<file path="src/hdl/pte_pkg.sv">
// package for the penalized two-objective evaluator: payload types, constants, squared-sine table
`timescale 1ns / 1ps
package pte_pkg;

  localparam int FRAC_BITS  = 16;
  localparam int COORD_W    = 23;
  localparam int BIAS_W     = 41;
  localparam int OBJ_W      = 62;
  localparam int SUM_W      = 61;
  localparam int QDEPTH     = 4;
  localparam int QPTR_W     = 2;

  localparam logic [SUM_W-1:0]   SUM_MAX    = {SUM_W{1'b1}};
  localparam logic [22:0]        PEN_LIMIT  = 23'd327680;    // 5.0 in Q16
  localparam logic [23:0]        ONE_Q      = 24'd65536;
  localparam logic [17:0]        RECIP10_S  = 18'd209716;    // 2^21 / 10, rounded up
  localparam logic [31:0]        RECIP10_W  = 32'hCCCCCCCD;  // 2^35 / 10, rounded up

  typedef struct packed {
    logic signed [COORD_W-1:0] coordinate;
    logic                      last_coordinate;
  } in_item_t;

  typedef struct packed {
    logic signed [OBJ_W-1:0] objective;
    logic                    saturated;
  } out_item_t;

  typedef struct packed {
    logic signed [COORD_W-1:0] x;
    logic                      first;
    logic                      last;
  } job_t;

  typedef struct packed {
    logic full;
    logic empty;
  } q_stat_t;

  // sin^2(pi*k/64), Q16; entries past the quarter point stay at one
  function automatic logic [16:0] sin2_entry(input logic [5:0] k);
    logic [16:0] v;
    unique case (k)
      6'd0:  v = 17'd0;      6'd1:  v = 17'd158;    6'd2:  v = 17'd630;
      6'd3:  v = 17'd1411;   6'd4:  v = 17'd2494;   6'd5:  v = 17'd3869;
      6'd6:  v = 17'd5522;   6'd7:  v = 17'd7438;   6'd8:  v = 17'd9598;
      6'd9:  v = 17'd11980;  6'd10: v = 17'd14563;  6'd11: v = 17'd17321;
      6'd12: v = 17'd20228;  6'd13: v = 17'd23256;  6'd14: v = 17'd26375;
      6'd15: v = 17'd29556;  6'd16: v = 17'd32768;  6'd17: v = 17'd35980;
      6'd18: v = 17'd39161;  6'd19: v = 17'd42280;  6'd20: v = 17'd45308;
      6'd21: v = 17'd48215;  6'd22: v = 17'd50973;  6'd23: v = 17'd53556;
      6'd24: v = 17'd55938;  6'd25: v = 17'd58098;  6'd26: v = 17'd60014;
      6'd27: v = 17'd61667;  6'd28: v = 17'd63042;  6'd29: v = 17'd64125;
      6'd30: v = 17'd64906;  6'd31: v = 17'd65378;
      default: v = 17'd65536;
    endcase
    return v;
  endfunction

  // fold a phase fraction onto [0, 1/2]
  function automatic logic [15:0] fold_phase(input logic [15:0] f);
    logic [16:0] r;
    r = 17'd65536 - {1'b0, f};
    return (f > 16'd32768) ? r[15:0] : f;
  endfunction

endpackage

</file>
<file path="src/hdl/pte_front.sv">
// front end: accepts coordinates, tracks vector position and marks first and last
`timescale 1ns / 1ps
module pte_front #(
  parameter int MAX_DIMENSIONS = 1024
) (
  input  logic              clk,
  input  logic              rst_n,
  input  logic              in_push,
  input  pte_pkg::in_item_t in_data,
  input  logic              q_full,
  output logic              q_push,
  output pte_pkg::job_t     q_data
);
  import pte_pkg::*;

  localparam int CW = $clog2(MAX_DIMENSIONS + 1);

  logic          first_r, first_nxt;
  logic [CW-1:0] count_r, count_nxt;
  logic [CW-1:0] count_inc;
  logic          eff_last;

  assign q_push    = in_push && !q_full;
  assign count_inc = count_r + 1'b1;
  // dimension cap forces the end of a vector
  assign eff_last  = in_data.last_coordinate || (count_inc >= CW'(MAX_DIMENSIONS));

  assign q_data.x     = in_data.coordinate;
  assign q_data.first = first_r;
  assign q_data.last  = eff_last;

  always_comb begin
    first_nxt = first_r;
    count_nxt = count_r;
    if (q_push) begin
      first_nxt = eff_last;
      count_nxt = eff_last ? '0 : count_inc;
    end
  end

  always_ff @(posedge clk) begin
    if (!rst_n) begin
      first_r <= 1'b1;
      count_r <= '0;
    end else begin
      first_r <= first_nxt;
      count_r <= count_nxt;
    end
  end

endmodule

</file>
<file path="config.mk">
export PLATFORM = sky130hd
export DESIGN_NAME = pte_front
export DESIGN_NICKNAME = d
export VERILOG_FILES = /design/src/hdl/pte_pkg.sv /design/src/hdl/pte_front.sv
export SDC_FILE = /design/constraint.sdc
export NUM_CORES = 1
export LEC_CHECK = 0
export BUFFER_PORTS_ARGS = -buffer_cell sky130_fd_sc_hd__buf_2
export CELL_PAD_IN_SITES_DETAIL_PLACEMENT = 1
export CELL_PAD_IN_SITES_GLOBAL_PLACEMENT = 1
export CORE_ASPECT_RATIO = 1.1
export CORE_MARGIN = 2
export CORE_UTILIZATION = 29
export CTS_CLUSTER_DIAMETER = 120
export DETAILED_ROUTE_END_ITERATION = 8
export MAX_ROUTING_LAYER = met4
export PLACE_DENSITY_LB_ADDON = 0.1
export SLEW_MARGIN = 5
export SYNTH_ARGS = -nofsm -noshare
export SYNTH_HDL_FRONTEND = slang
export SYNTH_SLANG_ARGS = --single-unit
</file>
<file path="constraint.sdc">
create_clock -name clk -period 3.75 [get_ports clk]
set_input_delay 0.5625 -clock clk [delete_from_list [all_inputs] [get_ports clk]]
set_output_delay 0.5625 -clock clk [all_outputs]
set_load 0.005 [all_outputs]
</file>
==> impl_metrics.csv <==
group,metric,value,unit
cts,hold_buffers,0,
synthesis,synth_warnings,0,
detailed_routing,viasPerCell,4.67,
sta,fin_crit_sh,0.615,
finish,multiInputGateArea,329,um^2
min_path,min_to,"first_r",
placement,pre_cts_ws,1.72,ns
sta,max_slew_margin,0.722,
detailed_routing,first_pass_iters,4,
detailed_routing,vias,481,
cts,cts.repair.resized,0,
sta,fin_crit,2.31,ns
cts,path_clk_slew,0.08,ns
synthesis,synth_nets,115,
sta,maxSlewViolCount,0,
sta,max_freq,434,MHz
synthesis,ys_seq_elements,12,
global_route,grt_util_all_layers,0.103,
critical_path,rr_endpoint,"count_r[9]",
synthesis,synth.distinct_cells,23,
detailed_routing,wirelength,1380,um
critical_path,reg2reg_from,"count_r[0]",
sta,fin_skew,0.00551,ns
finish,area_growth,-10.1,%
finish,drive_gt1_frac,0.208,
min_path,holdCritStartpoint,"first_r",
synthesis,synth_top_family_by_area,"simple AND/OR/NAND/NOR gates",
critical_path,crit_required,3.19,ns
critical_path,crit_path_end_kind,"output pin",
detailed_routing,wl_per_cell,13.4,um
global_route,grt_pass1_wl,2240,um
min_path,worstHoldPathType,"flip-flop to flip-flop",
die,core_region_area,2500,um^2
run_status,status,"complete, no violations",
detailed_routing,detail-route-antenna-nets,0,
job,maxCapViolations,0,
power,total_power,0.000247,W
synthesis,synthAdderAreaFrac,0.0164,
sta,rsz0062_at_grt,"false",
finish,final_nets,102,
finish,diodes,0,
die,ios,54,
placement,portBuffers,7,
synthesis,synth-simple-area-share,0.255,
synthesis,synth.cell_area,764,um^2
critical_path,ff2ff_path_depth,5,
finish,finish.utilization,0.275,
finish,ff_latch_area,240,um^2
placement,dp_hpwl,1100,um
power,ir_worst_vdd,0.000159,V
cts,cts_tree,"done",
critical_path,path_class,"flip-flop to output pin",
critical_path,r2r_slack,2.03,ns
cts,clock_path_buffers,2,
sta,setup_ws,1.44,ns
die,die_w,53.0,um
synthesis,ys_seq_area_frac,0.314,
synthesis,synth_cells,86,
die,die_y,57.9,um
cts,insertion_delay,0.27,ns
global_route,antenna_found_initial,0,
critical_path,cp-start-kind,"flip-flop",
global_route,grt-ovfl-total,0,
global_route,grt_pass1_vias,483,
global_route,grt_start_max_net_pins,9,
critical_path,critPathArrivalTime,1.74,ns
sta,tns,0,ns
synthesis,synth_xor_area_frac,0.0917,
die,num_rows,19,
die,start_util,0.306,
min_path,hold_depth,1,
cts,root_buffer,"clkbuf_4",
synthesis,synth_area_per_cell,8.89,um^2
sta,hold_violations,0,
synthesis,synth_compound_area_frac,0.0671,
detailed_routing,drtIter0Drc,8,
cts,cts_htree_levels,1,
detailed_routing,route.detailed.drc,0,
synthesis,synthMuxAreaShare,0,
power,power_density,360,nW/um^2
cts,cts_buffers,3,
sta,setup_viol,0,
cts,cts_setup_buffers,0,
sta,tightest_slew,0.417,ns
cts,clkSinkCount,12,
die,die_area,3060,um^2
finish,num-fill-cells,309,
power,p_leak,0.251,nW
critical_path,path_max_fanout,5,
placement,globalplace.congestion,0.705,
==> per-stage QoR <==
step,cells,hold slack [ns],area (um^2)
after detailed placement,99,0.475,651
after CTS,103,0.502,687
final,103,0.492,687
after global placement,99,0.484,651
after floorplan,86,0.459,764
after global routing,103,0.519,687
==> power by group <==
| group | switching [W] | internal [W] | total (W) |
|---|---|---|---|
| clock | 0.0000435 | 0.0000589 | 0.000102 |
| sequential | 0.00000104 | 0.000128 | 0.000130 |
| combinational | 0.00000896 | 0.00000610 | 0.0000151 |
==> layout by cell type (no fill, tap or decap), drive strengths merged <==
| cell | netlist | layout |
|---|---|---|
| dfxtp | 12 | 12 |
| nor2 | 11 | 11 |
| buf | 25 | 7 |
| xnor2 | 5 | 5 |
| nand3 | 5 | 5 |
| nand2 | 4 | 4 |
| nor3 | 4 | 4 |
| clkbuf | 0 | 4 |
| xor2 | 3 | 3 |
| nand4 | 3 | 3 |
| nand2b | 2 | 2 |
| inv | 2 | 2 |
| o31ai | 2 | 2 |
| o31a | 1 | 1 |
| nor4 | 1 | 1 |
| nand4b | 1 | 1 |
| nand3b | 1 | 1 |
| o21ai | 1 | 1 |
| o22a | 1 | 1 |
| and3 | 1 | 1 |
| ha | 1 | 1 |
==> flip-flops by register name, indices dropped and copies added, names as in the netlist <==
register  count
first_r       1
count_r      11
==> layout make-up <==
cell class | instances | area share
timing repair buffer | 7 | 0.0510
sequential | 12 | 0.350
multi-input combinational | 47 | 0.479
tap | 31 | 0.0565
clock buffer | 4 | 0.0528
inverter | 2 | 0.0109
==> metal layers <==
layer	track usage	routed length, um	up-vias
li1	-	-	237
met2	0.130	588	15
met1	0.132	649	219
met5	-	0	-
met4	0.0623	31	0
met3	0.0464	109	10
==> synth_stat cells <==
cell	count	area share
buf_4	25	0.25
dfxtp_1	12	0.31
nor2_1	11	0.054
xnor2_1	5	0.057
nand2_1	4	0.020
nand3_1	4	0.026
nor3_1	4	0.026
xor2_1	3	0.034
inv_1	2	0.0098
nand2b_1	2	0.016
nand4_1	2	0.016
and3_1	1	0.0082
ha_1	1	0.016
nand3_4	1	0.023
nand3b_1	1	0.0098
nand4_2	1	0.016
nand4b_1	1	0.011
nor4_4	1	0.028
o21ai_0	1	0.0065
o22a_1	1	0.011
o31a_1	1	0.011
o31ai_1	1	0.0098
o31ai_4	1	0.028
==> kinds of logic after synthesis <==
group | after synthesis
and+or+nand+nor | 33
buffers and inverters | 27
DFF | 12
xor gates and xnor gates | 8
AOI/OAI and AO/OA | 5
adders and majority gates | 1
==> worst max-delay path by stage <==
stage / depth (start not counted) / to / slack, ns / from
floorplan: 5 / q_data[0] / 1.89 / count_r[0]
global placement: 5 / q_data[0] / 1.76 / count_r[0]
detailed placement: 5 / q_data[0] / 1.72 / count_r[0]
CTS: 5 / q_data[0] / 1.40 / count_r[0]
global route: 5 / q_data[0] / 1.32 / count_r[0]
finish: 5 / q_data[0] / 1.44 / count_r[0]
==> worst max-delay path: stages, from the launching register on <==
cell and delay, ns:
dfxtp_1 0.41, ha_1 0.23, nand2_1 0.11, o31a_1 0.33, nor2_1 0.24, buf_2 0.16
Power figures use the tool's default switching activity.
