==> src/hdl/pte_pkg.sv <==
// package for the penalized two-objective evaluator: payload types, constants, squared-sine table
`timescale 1ns / 1ps
package pte_pkg;

  localparam int FRAC_BITS  = 16;
  localparam int COORD_W    = 23;
  localparam int BIAS_W     = 41;
  localparam int OBJ_W      = 62;
  localparam int SUM_W      = 61;
  localparam int QDEPTH     = 4;
  localparam int QPTR_W     = 2;

  localparam logic [SUM_W-1:0]   SUM_MAX    = {SUM_W{1'b1}};
  localparam logic [22:0]        PEN_LIMIT  = 23'd327680;    // 5.0 in Q16
  localparam logic [23:0]        ONE_Q      = 24'd65536;
  localparam logic [17:0]        RECIP10_S  = 18'd209716;    // 2^21 / 10, rounded up
  localparam logic [31:0]        RECIP10_W  = 32'hCCCCCCCD;  // 2^35 / 10, rounded up

  typedef struct packed {
    logic signed [COORD_W-1:0] coordinate;
    logic                      last_coordinate;
  } in_item_t;

  typedef struct packed {
    logic signed [OBJ_W-1:0] objective;
    logic                    saturated;
  } out_item_t;

  typedef struct packed {
    logic signed [COORD_W-1:0] x;
    logic                      first;
    logic                      last;
  } job_t;

  typedef struct packed {
    logic full;
    logic empty;
  } q_stat_t;

  // sin^2(pi*k/64), Q16; entries past the quarter point stay at one
  function automatic logic [16:0] sin2_entry(input logic [5:0] k);
    logic [16:0] v;
    unique case (k)
      6'd0:  v = 17'd0;      6'd1:  v = 17'd158;    6'd2:  v = 17'd630;
      6'd3:  v = 17'd1411;   6'd4:  v = 17'd2494;   6'd5:  v = 17'd3869;
      6'd6:  v = 17'd5522;   6'd7:  v = 17'd7438;   6'd8:  v = 17'd9598;
      6'd9:  v = 17'd11980;  6'd10: v = 17'd14563;  6'd11: v = 17'd17321;
      6'd12: v = 17'd20228;  6'd13: v = 17'd23256;  6'd14: v = 17'd26375;
      6'd15: v = 17'd29556;  6'd16: v = 17'd32768;  6'd17: v = 17'd35980;
      6'd18: v = 17'd39161;  6'd19: v = 17'd42280;  6'd20: v = 17'd45308;
      6'd21: v = 17'd48215;  6'd22: v = 17'd50973;  6'd23: v = 17'd53556;
      6'd24: v = 17'd55938;  6'd25: v = 17'd58098;  6'd26: v = 17'd60014;
      6'd27: v = 17'd61667;  6'd28: v = 17'd63042;  6'd29: v = 17'd64125;
      6'd30: v = 17'd64906;  6'd31: v = 17'd65378;
      default: v = 17'd65536;
    endcase
    return v;
  endfunction

  // fold a phase fraction onto [0, 1/2]
  function automatic logic [15:0] fold_phase(input logic [15:0] f);
    logic [16:0] r;
    r = 17'd65536 - {1'b0, f};
    return (f > 16'd32768) ? r[15:0] : f;
  endfunction

endpackage

==> src/hdl/pte_fifo.sv <==
// short job queue between the front and the back
`timescale 1ns / 1ps
module pte_fifo (
  input  logic          clk,
  input  logic          rst_n,
  input  logic          push,
  input  pte_pkg::job_t wr_data,
  input  logic          pop,
  output pte_pkg::job_t rd_data,
  output pte_pkg::q_stat_t stat
);
  import pte_pkg::*;

  job_t              mem_r [QDEPTH];
  logic [QPTR_W-1:0] wr_ptr_r, wr_ptr_nxt;
  logic [QPTR_W-1:0] rd_ptr_r, rd_ptr_nxt;
  logic [QPTR_W:0]   cnt_r, cnt_nxt;
  logic              do_push, do_pop;

  assign stat.full  = (cnt_r == (QPTR_W+1)'(QDEPTH));
  assign stat.empty = (cnt_r == '0);
  assign do_push    = push && !stat.full;
  assign do_pop     = pop && !stat.empty;
  assign rd_data    = mem_r[rd_ptr_r];

  always_comb begin
    wr_ptr_nxt = do_push ? wr_ptr_r + 1'b1 : wr_ptr_r;
    rd_ptr_nxt = do_pop ? rd_ptr_r + 1'b1 : rd_ptr_r;
    cnt_nxt    = cnt_r + (QPTR_W+1)'(do_push) - (QPTR_W+1)'(do_pop);
  end

  always_ff @(posedge clk) begin
    if (do_push) begin
      mem_r[wr_ptr_r] <= wr_data;
    end
  end

  always_ff @(posedge clk) begin
    if (!rst_n) begin
      wr_ptr_r <= '0;
      rd_ptr_r <= '0;
      cnt_r    <= '0;
    end else begin
      wr_ptr_r <= wr_ptr_nxt;
      rd_ptr_r <= rd_ptr_nxt;
      cnt_r    <= cnt_nxt;
    end
  end

endmodule

==> config.mk <==
export PLATFORM = sky130hd
export DESIGN_NAME = pte_fifo
export DESIGN_NICKNAME = d
export VERILOG_FILES = /design/src/hdl/pte_pkg.sv /design/src/hdl/pte_fifo.sv
export SDC_FILE = /design/constraint.sdc
export NUM_CORES = 1
export LEC_CHECK = 0
export ABC_CLOCK_PERIOD_IN_PS = 2100
export BUFFER_PORTS_ARGS = -buffer_cell sky130_fd_sc_hd__buf_2
export CAP_MARGIN = 40
export CORE_ASPECT_RATIO = 0.6
export CORE_MARGIN = 3
export CORE_UTILIZATION = 40
export CTS_CLUSTER_DIAMETER = 100
export CTS_CLUSTER_SIZE = 10
export DETAILED_ROUTE_END_ITERATION = 7
export HOLD_SLACK_MARGIN = 0.15
export PLACE_DENSITY = 0.67
export SYNTH_ARGS = -nofsm -noshare
export SYNTH_HDL_FRONTEND = slang
export SYNTH_SLANG_ARGS = --single-unit
==> constraint.sdc <==
create_clock -name clk -period 2.1 [get_ports clk]
set_input_delay 0.21 -clock clk [delete_from_list [all_inputs] [get_ports clk]]
set_output_delay 0.21 -clock clk [all_outputs]
set_load 0.01 [all_outputs]
==> flow_metrics.env, run 1 <==
export IMPL_fin_cells=417
export IMPL_startpoint_type="register"
export IMPL_ys_ff_latch=109
export IMPL_critPathTopFamily="adder cells"
export IMPL_final_nets=313
export IMPL_fmax_ghz=0.4807
export IMPL_drive_above_1_share_pct=40.07
export IMPL_min_path_type="in2reg"
export IMPL_tns_ns=0
export IMPL_tightestPinTransition_ns=0.2851
export IMPL_drcViolationCount=0
export IMPL_routedWlPerCell_um=17.13
export IMPL_preCtsSetupSlack_ns=0.02362
export IMPL_grt_max_degree=26
export IMPL_detail_route_antenna_nets=0
export IMPL_ff2ff_setup_slack_ns=0.02
export IMPL_row_count=28
export IMPL_die_h_um=84.77
export IMPL_drt_iter0_drc=119
export IMPL_status="finished, final reports clean"
export IMPL_cpMostUsedCell="ha_4"
export IMPL_path_cells="nor3b_4, nor2b_1, inv_1, ha_4, inv_2, ha_4, fa_2, xnor2_2, xnor2_1, and2_1"
export IMPL_power_leakage_nw=1.825
export IMPL_ir_drop_mv=0.7290
export IMPL_net_switching_power_w=0.001479
export IMPL_p_per_area_nw_per_um2=1119
export IMPL_critPathMaxStageDelay_ns=0.37
export IMPL_syn_cell_area_um2=4136
export IMPL_dp_cells=375
export IMPL_rr_startpoint="cnt_r[2]$_SDFF_PN0_"
export IMPL_fill_cells=833
export IMPL_start_util_pct=41.57
export IMPL_dieArea_um2=11640
export IMPL_r2r_cells=10
export IMPL_first_global_vias=2072
export IMPL_grt_overflow=0
export IMPL_track_usage_pct=13.24
export IMPL_required_ns=2.33
export IMPL_cts_root_buf="clkbuf_16"
export IMPL_r2r_end="cnt_r[2]$_SDFF_PN0_"
export IMPL_cts_tree="built"
export IMPL_antennaDiodeCount=0
export IMPL_cts_max_level=3
export IMPL_seqCellArea_um2=3191
export IMPL_grt_pass1_wl_um=11110
export IMPL_die_w_um=137.3
export IMPL_area_growth_pct=26.74
export IMPL_p_int_w=0.004389
export IMPL_io_buffers=55
export IMPL_synth_fp_nets=218
export IMPL_gp_congestion=0.7075
export IMPL_antenna_found_initial=0
export IMPL_seq_power_share_pct=46.6
export IMPL_cts_clk_slew_worst_paths_ns=0.07
export IMPL_io_pins=56
export IMPL_coreArea_um2=9950
export IMPL_via_count=1976
export IMPL_vias_per_cell=4.739
export IMPL_power_frac_clock_pct=29.9
export IMPL_worstSetupPathType="reg2reg"
export IMPL_cp_end_kind="register"
export IMPL_swShare_pct=25.20
export IMPL_clk_latency_ns=0.34
export IMPL_yosysWarnings=0
export IMPL_synth_seq_area_share_pct=76.95
export IMPL_slew_viol_final=0
export IMPL_syn_inst=182
export IMPL_synth_cell_types=23
export IMPL_finalSetupViolCount=0
export IMPL_cts_buffers=9
export IMPL_relSlewSlack_pct=80.99
export IMPL_critPathMaxFanout=3
export IMPL_drv_cap=0
export IMPL_dp_hpwl_um=4623
export IMPL_firstDrtPassIters=4
export IMPL_hold_viol_final=0
export IMPL_cts_buffer_depth=2
export IMPL_layout_common_cells="100 x edfxtp_1, 55 x buf_2, 25 x dlygate4sd3_1"
export IMPL_fin_crit_sh_pct=99.07
export IMPL_synth_avg_cell_area_um2=22.73
export IMPL_grt_setup_unrepaired="yes"
export IMPL_critPathBufInv=2
export IMPL_finClkSkew_ns=0.003600
export IMPL_final_common_cell="edfxtp_1"
export IMPL_crit_slowest_cell="fa_2"
export IMPL_min_from="pop"
export IMPL_period_minus_slack_ns=2.080
export IMPL_wl_um=7145
export IMPL_hold_path_depth=3
export IMPL_cts_sinks=109
export IMPL_setup_slack_ns=0.01952
export IMPL_cp_arrival_ns=2.31
export IMPL_power_frac_comb_pct=23.5
export IMPL_multi_input_area_um2=905.9
export IMPL_hold_end="rd_ptr_r[0]$_SDFFE_PN0P_"
==> per-stage QoR <==
| step | total power [W] | hold WS, ns | util (%) | cell area (um^2) |
|---|---|---|---|---|
| detailed placement | 0.004064 | 0.4258 | 46.40 | 4617 |
| floorplan | 0.003631 | 0.3089 | - | 4139 |
| finish | 0.005868 | 0.2000 | 52.69 | 5243 |
| global placement | 0.004040 | 0.4236 | 46.40 | 4617 |
| global route | 0.006162 | 0.2062 | 52.69 | 5243 |
| CTS | 0.005874 | 0.1759 | 52.07 | 5181 |
==> worst max path at each step <==
stage	to	from	cells after the start
after global routing	cnt_r[2]$_SDFF_PN0_	cnt_r[2]$_SDFF_PN0_	10
final	cnt_r[2]$_SDFF_PN0_	cnt_r[2]$_SDFF_PN0_	10
after floorplan	cnt_r[2]$_SDFF_PN0_	cnt_r[2]$_SDFF_PN0_	11
after global placement	cnt_r[2]$_SDFF_PN0_	cnt_r[1]$_SDFF_PN0_	9
after CTS	cnt_r[2]$_SDFF_PN0_	cnt_r[1]$_SDFF_PN0_	9
after detailed placement	cnt_r[2]$_SDFF_PN0_	cnt_r[1]$_SDFF_PN0_	9
==> worst register-to-register path: stages (launching register included) <==
cell	delay [ns]
dfxtp_4	0.36
nor3b_4	0.15
nor2b_1	0.16
inv_1	0.09
ha_4	0.27
inv_2	0.03
ha_4	0.15
fa_2	0.37
xnor2_2	0.15
xnor2_1	0.12
and2_1	0.13
==> power by group through the flow <==
stage               Sequential [W]  Combinational [W]  Clock (W)
floorplan                  0.00274           0.000892          0
global placement           0.00275            0.00129          0
detailed placement         0.00276            0.00130          0
CTS                        0.00272            0.00135    0.00181
global route               0.00276            0.00151    0.00190
finish                     0.00274            0.00138    0.00175
==> sequential cells by signal (all words and copies together), names as in the netlist, named ones only <==
register  cells
rd_ptr_r      2
mem_r       100
wr_ptr_r      2
cnt_r         3
==> routing by layer <==
layer / vias up / track usage (%) / wire length [um]
met5: - / 0 / 0
met4: 0 / 4.348 / 78
met3: 11 / 5.150 / 370
met2: 44 / 20.41 / 3308
met1: 998 / 17.42 / 3388
li1: 923 / - / -
==> synth_stat cells <==
cell type / number / area [um^2]
nand4bb_1: 1 / 11.26
dfxtp_1: 9 / 180.2
clkbuf_1: 1 / 3.750
mux4_1: 5 / 131.4
or3_1: 1 / 6.260
buf_12: 2 / 40.04
buf_6: 1 / 11.26
inv_1: 6 / 22.52
mux2i_1: 2 / 20.02
buf_2: 3 / 15.01
nor2b_1: 2 / 12.51
ha_1: 6 / 75.07
nor3_2: 1 / 10.01
mux4_2: 20 / 450.4
a21boi_1: 1 / 7.510
o21ai_0: 3 / 15.01
clkbuf_2: 1 / 5.000
nor3b_2: 1 / 12.51
nand2_1: 6 / 22.52
fa_1: 1 / 20.02
edfxtp_1: 100 / 3003
xnor2_1: 2 / 17.52
and2_1: 7 / 43.79
==> layout make-up <==
type | instances | area share (%)
flip-flops and latches | 109 | 60.86
multi-input cells | 59 | 17.28
repair buffers | 92 | 12.22
clock buffers | 9 | 4.296
well taps | 135 | 3.222
clock inverters | 7 | 1.695
inverters | 6 | 0.4296
==> repair_timing <==
| action | 4_1_cts | 5_1_grt |
|---|---|---|
| setup buffers | 0 | 1 |
| resized for setup | 0 | 12 |
| endpoints found under the setup margin | 0 | 1 |
| hold buffers | 25 | 0 |
| hold endpoints to repair | 100 | 0 |
==> cell families after synthesis <==
group / count (synthesis) / synth area share, %
fa+ha+maj: 7 / 2.299
xor+xnor: 2 / 0.4235
flops: 109 / 76.95
simple gates: 19 / 2.873
buf+inv: 14 / 2.359
mux: 27 / 14.55
compound gates: 4 / 0.5444
No activity file was read; power rests on OpenSTA's default activity.
==> run 2, diff against run 1 <==
ABC_AREA = 1   (was unset)
==> run 2 against run 1 <==
Compared with the run above:
- critical path depth down 5
- register-to-register slack better by 0.20 ns
- largest cell class unchanged
- power up 1.5%
- cell count up 30%
- utilization down 0.39 points
- count of clock-buffer cells in the layout unchanged
- global-route usage up 1.9 points
- via count up 34%
- sequential cell count unchanged
- wire length up 20%
- worst hold slack worse by 0.012 ns
- synthesized cell count up 70%
==> flow_metrics.env, run 2 <==
export IMPL_status="finished, final reports clean"
export IMPL_wl_met3_um=445
export IMPL_grt_pass1_wl_um=13940
export IMPL_synth_area_leaders="edfxtp_1 70%, nor2_1 5.4%, dfxtp_1 4.2%"
export IMPL_row_count=28
export IMPL_firstDrtPassIters=4
export IMPL_slew_viol_final=0
export IMPL_io_pins=56
export IMPL_antennaDiodeCount=0
export IMPL_dieArea_um2=12040
export IMPL_tightestPinTransition_ns=0.4278
export IMPL_cts_setup_buffers=0
export IMPL_via_count=2644
export IMPL_critPathMaxFanout=32
export IMPL_r2r_end="cnt_r[2]$_SDFF_PN0_"
export IMPL_synth_fp_nets=346
export IMPL_layout_common_cells="100 x edfxtp_1, 58 x nor2_1, 55 x buf_2"
export IMPL_netlist_area_leader_share_pct=70.01
export IMPL_cp_arrival_ns=1.72
export IMPL_synth_seq_area_share_pct=74.21
export IMPL_synth_edff_count=100
export IMPL_regMostFlops="mem_r"
export IMPL_synth_main_ff_cell="edfxtp_1"
export IMPL_synth_area_mux_share_pct=0
export IMPL_final_nets=439
export IMPL_required_ns=1.89
export IMPL_ys_ff_latch=109
export IMPL_hold_end="wr_ptr_r[0]$_SDFFE_PN0P_"
export IMPL_met2_wirelength_um=4091
export IMPL_grt_setup_unrepaired="no"
export IMPL_reg_largest_list="mem_r x100, cnt_r x3"
export IMPL_antenna_found_initial=0
export IMPL_syn_inst=310
export IMPL_finClkSkew_ns=0.006458
export IMPL_synth_compound_area_share_pct=11.81
export IMPL_cts_tree="built"
export IMPL_synth_top_family_by_area="compound AO/OA/AOI/OAI gates"
export IMPL_holdWs_ns=0.1883
export IMPL_synth_most_common_cell="edfxtp_1"
export IMPL_final_common_cell="edfxtp_1"
export IMPL_power_leakage_nw=1.983
export IMPL_grt_overflow=0
export IMPL_placed_cell_area_um2=4750
export IMPL_wl_um=8580
export IMPL_wl_met1_um=3941
export IMPL_cts_clk_slew_worst_paths_ns=0.07
export IMPL_final_area_um2=5314
export IMPL_yosysWarnings=0
export IMPL_vias_per_cell=4.869
export IMPL_r2r_cells=10
export IMPL_largest_register_ffs=100
export IMPL_synth_fa_ha_area_share_pct=2.217
export IMPL_p_per_area_nw_per_um2=1121
export IMPL_drive_above_1_share_pct=27.94
export IMPL_synthSimpleGateAreaFrac_pct=7.118
export IMPL_finalPower_w=0.005957
export IMPL_cts_max_level=3
export IMPL_io_buffers=55
export IMPL_area_growth_pct=23.89
export IMPL_hold_path_depth=3
export IMPL_cp_end_kind="primary output"
export IMPL_worstSetupPathType="reg2out"
export IMPL_relSlewSlack_pct=71.48
export IMPL_cts_buffers=9
export IMPL_fmax_ghz=0.5188
export IMPL_synth_avg_cell_area_um2=13.84
export IMPL_period_minus_slack_ns=1.927
export IMPL_ir_drop_mv=0.5102
export IMPL_first_global_vias=2713
export IMPL_min_path_type="in2reg"
export IMPL_detail_route_antenna_nets=0
export IMPL_tns_ns=0
export IMPL_start_util_pct=42.22
export IMPL_drv_cap=0
export IMPL_die_w_um=139.7
export IMPL_swShare_pct=31.70
export IMPL_synth_cell_types=18
export IMPL_clk_latency_ns=0.35
export IMPL_routedWlPerCell_um=15.80
export IMPL_synthXorXnorAreaFrac_pct=0
export IMPL_grt_max_degree=51
export IMPL_ff2ff_setup_slack_ns=0.22
export IMPL_synth_top_cell_by_area="edfxtp_1"
export IMPL_startpoint_type="register"
export IMPL_synthTopCellsByCount="100 x edfxtp_1, 62 x nor2_1, 25 x o21ai_1, 25 x o22ai_1, 20 x o21ai_2"
export IMPL_min_from="push"
export IMPL_rr_startpoint="cnt_r[1]$_SDFF_PN0_"
export IMPL_power_frac_clock_pct=27.3
export IMPL_finalSetupViolCount=0
export IMPL_cts_sinks=109
export IMPL_drcViolationCount=0
export IMPL_fin_crit_sh_pct=91.78
export IMPL_syn_cell_area_um2=4289
export IMPL_cts_buffer_depth=2
export IMPL_track_usage_pct=15.17
export IMPL_die_h_um=86.21
export IMPL_top_layer="met4"
export IMPL_dp_cells=500
export IMPL_async_reset_ff_share_pct=0
export IMPL_coreArea_um2=10160
export IMPL_p_int_w=0.004069
export IMPL_fin_cells=543
export IMPL_net_switching_power_w=0.001889
export IMPL_hold_viol_final=0
export IMPL_cts_root_buf="clkbuf_16"
export IMPL_gp_congestion=0.7544
export IMPL_seq_power_share_pct=45.9
export IMPL_power_frac_comb_pct=26.8
export IMPL_drt_iter0_drc=195
export IMPL_dp_hpwl_um=5392
==> run 2: cell types whose count changed after synthesis, moves of 5 or more <==
cell     previous run  this run
a21oi_1             0         5
and2_1              7         0
buf_4               0         5
buf_6               1         6
inv_1               6        17
mux4_1              5         0
mux4_2             20         0
nand2_1             6        14
nor2_1              0        62
o21ai_1             0        25
o21ai_2             0        20
o22ai_1             0        25
==> run 2: per-stage QoR <==
stage	utilization [%]	setup slack, ns
2_1_floorplan	-	-0.02819
3_3_place_gp	46.75	0.2668
3_5_place_dp	46.75	0.2114
4_1_cts	52.24	0.1360
5_1_grt	52.30	0.01677
6_report	52.30	0.1725
==> run 2: worst max-delay path, cell delays in order (launching register included) <==
cell     delay (ns)
dfxtp_2        0.34
inv_4          0.32
buf_4          0.26
nor2_1         0.06
o22ai_1        0.21
buf_2          0.17
==> run 2: what timing repair did <==
item,CTS,global route
setup endpoints to repair,0,2
hold endpoints to repair,106,0
resized for setup,0,2
hold buffers,27,0
==> run 2: cell type report <==
cell class,instances,area (um^2)
clock buffer,9,225.2
fill,881,4846
tap,135,168.9
clock inverter,7,62.56
sequential,109,3184
timing repair buffer,97,674.4
multi-input combinational,167,924.6
inverter,19,73.82
==> run 2: metal layers <==
metal / track usage, % / up-vias
li1: - / 1311
met1: 19.49 / 1267
met2: 24.60 / 55
met3: 5.458 / 11
met4: 4.485 / 0
met5: 0 / -
==> run 2: cell families after synthesis <==
group                      count (synthesis)
and+or+nand+nor                           80
buffers and inverters                     34
DFF                                      109
adders and majority gates                  7
AOI/OAI and AO/OA                         80
==> run 2: how the worst max path moves through the flow <==
stage / end / slack, ns
floorplan: mem_r[1][0]$_DFFE_PP_ / -0.03
global placement: cnt_r[2]$_SDFF_PN0_ / 0.27
detailed placement: cnt_r[2]$_SDFF_PN0_ / 0.21
CTS: rd_data[20] / 0.14
global route: cnt_r[2]$_SDFF_PN0_ / 0.02
finish: rd_data[2] / 0.17
==> run 2: power by group through the flow <==
stage / sequential (W) / combinational, W / clock (W)
global placement: 0.00278 / 0.00153 / 0
finish: 0.00274 / 0.00160 / 0.00163
floorplan: 0.00277 / 0.00103 / 0
detailed placement: 0.00279 / 0.00157 / 0
global route: 0.00276 / 0.00180 / 0.00177
CTS: 0.00274 / 0.00162 / 0.00167
